===== src/hw/rtl/ptm_pkg.sv =====
// Shared types, constants and command/status structs for the PAE page table mapper.
package ptm_pkg;

    // Default number of table memory pages
    localparam int PTM_TABLE_PAGES = 64;

    // Field widths
    localparam int VPN_W       = 20;
    localparam int PPN_W       = 28;
    localparam int ENTRY_W     = 64;
    localparam int STATUS_W    = 2;
    localparam int ADDED_W     = 2;
    localparam int CFG_W       = 6;
    localparam int CFG_IDX_W   = 2;

    // Table geometry: 512 entries per table, 4-entry top table
    localparam int ENTRY_IDX_W = 9;
    localparam int TOP_IDX_W   = 2;
    localparam int PFN_LSB     = 12;

    // Entry flag words for links written by the walker
    localparam logic [ENTRY_W-1:0] LINK_TOP_FLAGS = 64'h1;
    localparam logic [ENTRY_W-1:0] LINK_DIR_FLAGS = 64'h7;

    // Register reset values
    localparam logic [CFG_W-1:0] ROOT_RST      = 6'd0;
    localparam logic [CFG_W-1:0] FREE_BASE_RST = 6'd1;

    typedef enum logic [STATUS_W-1:0] {
        ST_MAPPED  = 2'd0,
        ST_PRESENT = 2'd1,
        ST_NO_ROOM = 2'd2
    } t_status;

    typedef enum logic [CFG_IDX_W-1:0] {
        CFG_ROOT      = 2'd0,
        CFG_FREE_BASE = 2'd1,
        CFG_NX        = 2'd2
    } t_cfg_idx;

    typedef enum logic [1:0] {
        RD_TOP,
        RD_DIR,
        RD_LEAF
    } t_rd_sel;

    typedef enum logic [1:0] {
        WR_CLEAR,
        WR_TOP_LINK,
        WR_DIR_LINK,
        WR_LEAF
    } t_wr_sel;

    typedef enum logic [1:0] {
        CLR_PAGE_ZERO,
        CLR_DIR_PAGE,
        CLR_LEAF_PAGE
    } t_clr_sel;

    typedef enum logic [3:0] {
        S_CLEAR,
        S_IDLE,
        S_RD_TOP,
        S_TOP,
        S_DIR,
        S_LEAF,
        S_CLR_DIR,
        S_LINK_TOP,
        S_CLR_LEAF,
        S_LINK_DIR,
        S_WR_LEAF,
        S_RESULT
    } t_state;

    // Controller -> datapath
    typedef struct packed {
        logic     load;
        logic     rd_en;
        t_rd_sel  rd_sel;
        logic     wr_en;
        t_wr_sel  wr_sel;
        t_clr_sel clr_sel;
        logic     cap_dir;
        logic     cap_leaf;
        logic     take_dir;
        logic     take_leaf;
        logic     pend_en;
        t_status  pend_kind;
        logic     out_load;
    } t_cmd;

    // Datapath -> controller
    typedef struct packed {
        logic present;
        logic clr_last;
        logic room_one;
        logic room_two;
        logic out_free;
    } t_sts;

endpackage


===== src/hw/rtl/ptm_ctrl.sv =====
// Walk controller: sequences table reads, page clears, links and the result.
module ptm_ctrl (
    input  logic          i_clk,
    input  logic          i_rst_n,
    input  logic          i_in_valid,
    output logic          o_in_ready,
    input  ptm_pkg::t_sts i_sts,
    output ptm_pkg::t_cmd o_cmd
);
    import ptm_pkg::*;

    t_state r_state;
    t_state n_state;

    always_ff @(posedge i_clk) begin
        if (!i_rst_n) begin
            r_state <= S_CLEAR;
        end else begin
            r_state <= n_state;
        end
    end

    // Next state
    always_comb begin
        n_state = r_state;
        case (r_state)
            S_CLEAR: begin
                if (i_sts.clr_last) n_state = S_IDLE;
            end
            S_IDLE: begin
                if (i_in_valid) n_state = S_RD_TOP;
            end
            S_RD_TOP: n_state = S_TOP;
            S_TOP: begin
                if (i_sts.present)       n_state = S_DIR;
                else if (i_sts.room_two) n_state = S_CLR_DIR;
                else                     n_state = S_RESULT;
            end
            S_DIR: begin
                if (i_sts.present)       n_state = S_LEAF;
                else if (i_sts.room_one) n_state = S_CLR_LEAF;
                else                     n_state = S_RESULT;
            end
            S_LEAF:     n_state = S_RESULT;
            S_CLR_DIR: begin
                if (i_sts.clr_last) n_state = S_LINK_TOP;
            end
            S_LINK_TOP: n_state = S_CLR_LEAF;
            S_CLR_LEAF: begin
                if (i_sts.clr_last) n_state = S_LINK_DIR;
            end
            S_LINK_DIR: n_state = S_WR_LEAF;
            S_WR_LEAF:  n_state = S_RESULT;
            S_RESULT: begin
                if (i_sts.out_free) n_state = S_IDLE;
            end
            default:    n_state = S_IDLE;
        endcase
    end

    // Outputs
    always_comb begin
        o_cmd      = '0;
        o_in_ready = 1'b0;
        case (r_state)
            S_CLEAR: begin
                o_cmd.wr_en   = 1'b1;
                o_cmd.wr_sel  = WR_CLEAR;
                o_cmd.clr_sel = CLR_PAGE_ZERO;
            end
            S_IDLE: begin
                o_in_ready = 1'b1;
                o_cmd.load = i_in_valid;
            end
            S_RD_TOP: begin
                o_cmd.rd_en  = 1'b1;
                o_cmd.rd_sel = RD_TOP;
            end
            S_TOP: begin
                if (i_sts.present) begin
                    o_cmd.cap_dir = 1'b1;
                    o_cmd.rd_en   = 1'b1;
                    o_cmd.rd_sel  = RD_DIR;
                end else if (i_sts.room_two) begin
                    o_cmd.take_dir = 1'b1;
                end else begin
                    o_cmd.pend_en   = 1'b1;
                    o_cmd.pend_kind = ST_NO_ROOM;
                end
            end
            S_DIR: begin
                if (i_sts.present) begin
                    o_cmd.cap_leaf = 1'b1;
                    o_cmd.rd_en    = 1'b1;
                    o_cmd.rd_sel   = RD_LEAF;
                end else if (i_sts.room_one) begin
                    o_cmd.take_leaf = 1'b1;
                end else begin
                    o_cmd.pend_en   = 1'b1;
                    o_cmd.pend_kind = ST_NO_ROOM;
                end
            end
            S_LEAF: begin
                o_cmd.pend_en = 1'b1;
                if (i_sts.present) begin
                    o_cmd.pend_kind = ST_PRESENT;
                end else begin
                    o_cmd.pend_kind = ST_MAPPED;
                    o_cmd.wr_en     = 1'b1;
                    o_cmd.wr_sel    = WR_LEAF;
                end
            end
            S_CLR_DIR: begin
                o_cmd.wr_en   = 1'b1;
                o_cmd.wr_sel  = WR_CLEAR;
                o_cmd.clr_sel = CLR_DIR_PAGE;
            end
            S_LINK_TOP: begin
                o_cmd.wr_en     = 1'b1;
                o_cmd.wr_sel    = WR_TOP_LINK;
                o_cmd.take_leaf = 1'b1;
            end
            S_CLR_LEAF: begin
                o_cmd.wr_en   = 1'b1;
                o_cmd.wr_sel  = WR_CLEAR;
                o_cmd.clr_sel = CLR_LEAF_PAGE;
            end
            S_LINK_DIR: begin
                o_cmd.wr_en  = 1'b1;
                o_cmd.wr_sel = WR_DIR_LINK;
            end
            S_WR_LEAF: begin
                o_cmd.wr_en     = 1'b1;
                o_cmd.wr_sel    = WR_LEAF;
                o_cmd.pend_en   = 1'b1;
                o_cmd.pend_kind = ST_MAPPED;
            end
            S_RESULT: begin
                o_cmd.out_load = i_sts.out_free;
            end
            default: begin
                o_cmd = '0;
            end
        endcase
    end

endmodule


===== config.mk =====
export PLATFORM = sky130hd
export DESIGN_NAME = ptm_ctrl
export DESIGN_NICKNAME = d
export VERILOG_FILES = /design/src/hw/rtl/ptm_pkg.sv /design/src/hw/rtl/ptm_ctrl.sv
export SDC_FILE = /design/constraint.sdc
export NUM_CORES = 1
export LEC_CHECK = 0
export BUFFER_PORTS_ARGS = -buffer_cell sky130_fd_sc_hd__clkbuf_2
export CAP_MARGIN = 20
export CORE_MARGIN = 2
export CORE_UTILIZATION = 30
export DETAILED_ROUTE_END_ITERATION = 6
export SETUP_SLACK_MARGIN = 0.1
export SLEW_MARGIN = 25
export SYNTH_ARGS = -nofsm -noshare
export SYNTH_HDL_FRONTEND = slang
export SYNTH_SLANG_ARGS = --single-unit
export TNS_END_PERCENT = 1

===== constraint.sdc =====
create_clock -name i_clk -period 2.5 [get_ports i_clk]
set_input_delay 0.125 -clock i_clk [delete_from_list [all_inputs] [get_ports i_clk]]
set_output_delay 0.125 -clock i_clk [all_outputs]
set_load 0.005 [all_outputs]

==> impl_metrics.yaml <==
clock_tree:
  hold_buffers: 0
  cts.clk_slew.worst_paths_ns: 0.04
  cts-htree-levels: 1
  clockBufferDepth: 2
  clk_latency_ns: 0.23
  cts.sinks: 4
  numCtsBuffers: 3
  tritoncts: "yes"
  cts_root_buf: "clkbuf_4"
  post_cts.repair.setup_buffers: 0
  cts_resized: 0
sta:
  rsz0062_at_grt: "false"
  finalSetupTns_ns: 0
  worst_slack_ns: 0.492
  setup_violations: 0
  clock_skew_ns: 0.000591
  fin_crit_ns: 2.01
  relSlewSlack: 0.536
  timing.fmax_mhz: 498
  hold_violations: 0
  fin_crit_sh: 0.803
  tightest_slew_ns: 0.695
  drv_slew: 0
global_routing:
  first_global_vias: 684
  grt_pass1_wl_um: 3020
  grt_max_degree: 23
  antenna_found_initial: 0
  track_usage: 0.153
  grt-ovfl-total: 0
critical_path:
  r2r_end: "r_state[1]"
  rrSetupSlack_ns: 0.66
  r2r_start: "r_state[1]"
  start_kind: "register"
  setup.worst_path.end_class: "output port"
  crit_fanout: 21
  cp.required_ns: 2.38
  ff2ff_path_depth: 4
  crit_type: "register to output port"
  arrival_ns: 1.88
die:
  die_h_um: 49.3
  start_util: 0.317
  die-area_um2: 2430
  num_rows: 16
  io_pins: 26
  die_x_um: 49.3
  core_area_um2: 1940
pwr:
  p_per_area_nw_per_um2: 879
  ir_worst_vdd_mv: 0.424
  leakage_nw: 0.323
logic_synthesis:
  synth_top_area_frac: 0.130
  yosys.area.top_type: "dfxtp_1"
  synth-seq-cells: 4
  synth_cell_types: 38
  syn_nets: 102
  synth_seq_area_share: 0.130
  syn-cell-area_um2: 616
  yosysWarnings: 0
  syn-instance-count: 94
  synth.area.top_cells: "dfxtp_1 (13%), nor2_1 (7.3%), nand2_1 (6.7%)"
  avgSynthCellArea_um2: 6.55
drt:
  dr.pass1.iters: 4
  vias_per_cell: 5.32
  wl_met3_um: 81
  top_layer: "met3"
  ant_nets: 0
  wire_per_inst_um: 12.0
  vias: 740
  drt-initial-drc-count: 10
  drc: 0
  wl_met2_um: 770
  drt-total-wl_um: 1660
  met1_length_um: 811
layout:
  regMostFlops: "r_state"
  final_nets: 122
  seq_area_um2: 80.1
  multi_input_comb_area_um2: 465
  top_regs: "r_state x4"
  largest_register_ffs: 4
  diodes: 0
  area_growth_pct: 21.1
  fill_cells: 220
  drive_gt1_frac: 0.321
min_path:
  hold_path_class: "input pin to register"
  hold_path.startpoint: "i_rst_n"
  hold_path_depth: 3
  min_to: "r_state[0]"
run:
  maxCapViolCount: 0
placement:
  dp_slack_ns: 0.671
  post-dp-hpwl_um: 1250
  port-buffer-count: 25
  place.gp.congestion: 0.790
run_status:
  status: "finished, final reports clean"
## where the power goes
part,internal (mW),switching (mW),leakage (nW)
logic,0.185,0.207,0.277
registers,0.0834,0.102,0.0328
clock network,0.0536,0.0251,0.0138
## through the flow
step           total power [mW]  hold slack (ns)  cell area, um^2  cells   util
2_1_floorplan             0.479            0.241              616     94      -
3_3_place_gp              0.572            0.367              723    136  0.372
3_5_place_dp              0.574            0.367              723    136  0.372
4_1_cts                   0.659            0.120              746    139  0.384
5_1_grt                   0.731            0.135              746    139  0.384
6_report                  0.656            0.125              746    139  0.384
## critical path, cell delays in order (launching register included)
cell	delay [ns]
dfxtp_1	0.76
nand2_1	0.21
nor3_1	0.27
a31oi_1	0.11
o41ai_1	0.12
clkbuf_2	0.18
## synth_stat cells (all sizes together)
library cell and instances:
a2111o 1, a211oi 1, a21boi 2, a21oi 2, a221oi 1, a22oi 1, a311oi 1, a31o 1
a31oi 4, a41oi 1, and2b 1, and3 2, buf 6, clkbuf 4, dfxtp 4, inv 5
mux2 1, nand2 11, nand2b 5, nand3 4, nor2 12, nor2b 3, nor3 5, nor4 1
o211ai 1, o21ai 6, o22ai 2, o31ai 1, o41ai 2, or2 1, or4 1, xor2 1
## kinds of logic (layout without fill, tap and decap cells)
logic type,count (synthesis),in the layout,synth area share
simple gates,46,46,0.372
compound gates,27,27,0.352
buf+inv,15,33,0.114
flops,4,4,0.130
xor+xnor,1,1,0.0142
mux,1,1,0.0183
## cells in the final DEF, fill, tap and decap left out, types with 2 or more instances in the layout
cell type  netlist  layout
inv_1            5       5
nand2b_1         4       4
a31oi_1          4       4
nor2b_1          3       3
dfxtp_1          4       4
clkbuf_2         0      25
o21ai_0          6       6
and3_1           2       2
nor2_1          12      12
nand3_1          4       4
clkbuf_4         0       3
nor3_1           5       5
o41ai_1          2       2
a21oi_1          2       2
nand2_1         11      11
## worst max-delay path by stage
stage               start    endpoint
3_3_place_gp   r_state[2]  r_state[1]
4_1_cts        r_state[1]    o_cmd[3]
3_5_place_dp   r_state[2]  r_state[1]
6_report       r_state[1]    o_cmd[3]
2_1_floorplan  r_state[3]  r_state[1]
5_1_grt        r_state[1]    o_cmd[3]
## area by class of cell
cell class              instances  area share
repair buffers                 25       0.168
clock buffers                   3      0.0302
flip-flops and latches          4       0.107
multi-input cells              75       0.624
well taps                      27      0.0453
inverters                       5      0.0252
## per-layer routing
| metal | track usage | up-vias |
|---|---|---|
| li1 | - | 377 |
| met1 | 0.204 | 337 |
| met2 | 0.245 | 26 |
| met3 | 0.0429 | 0 |
| met4 | 0.0286 | 0 |
| met5 | 0 | - |
(Power assumes the default switching activity.)
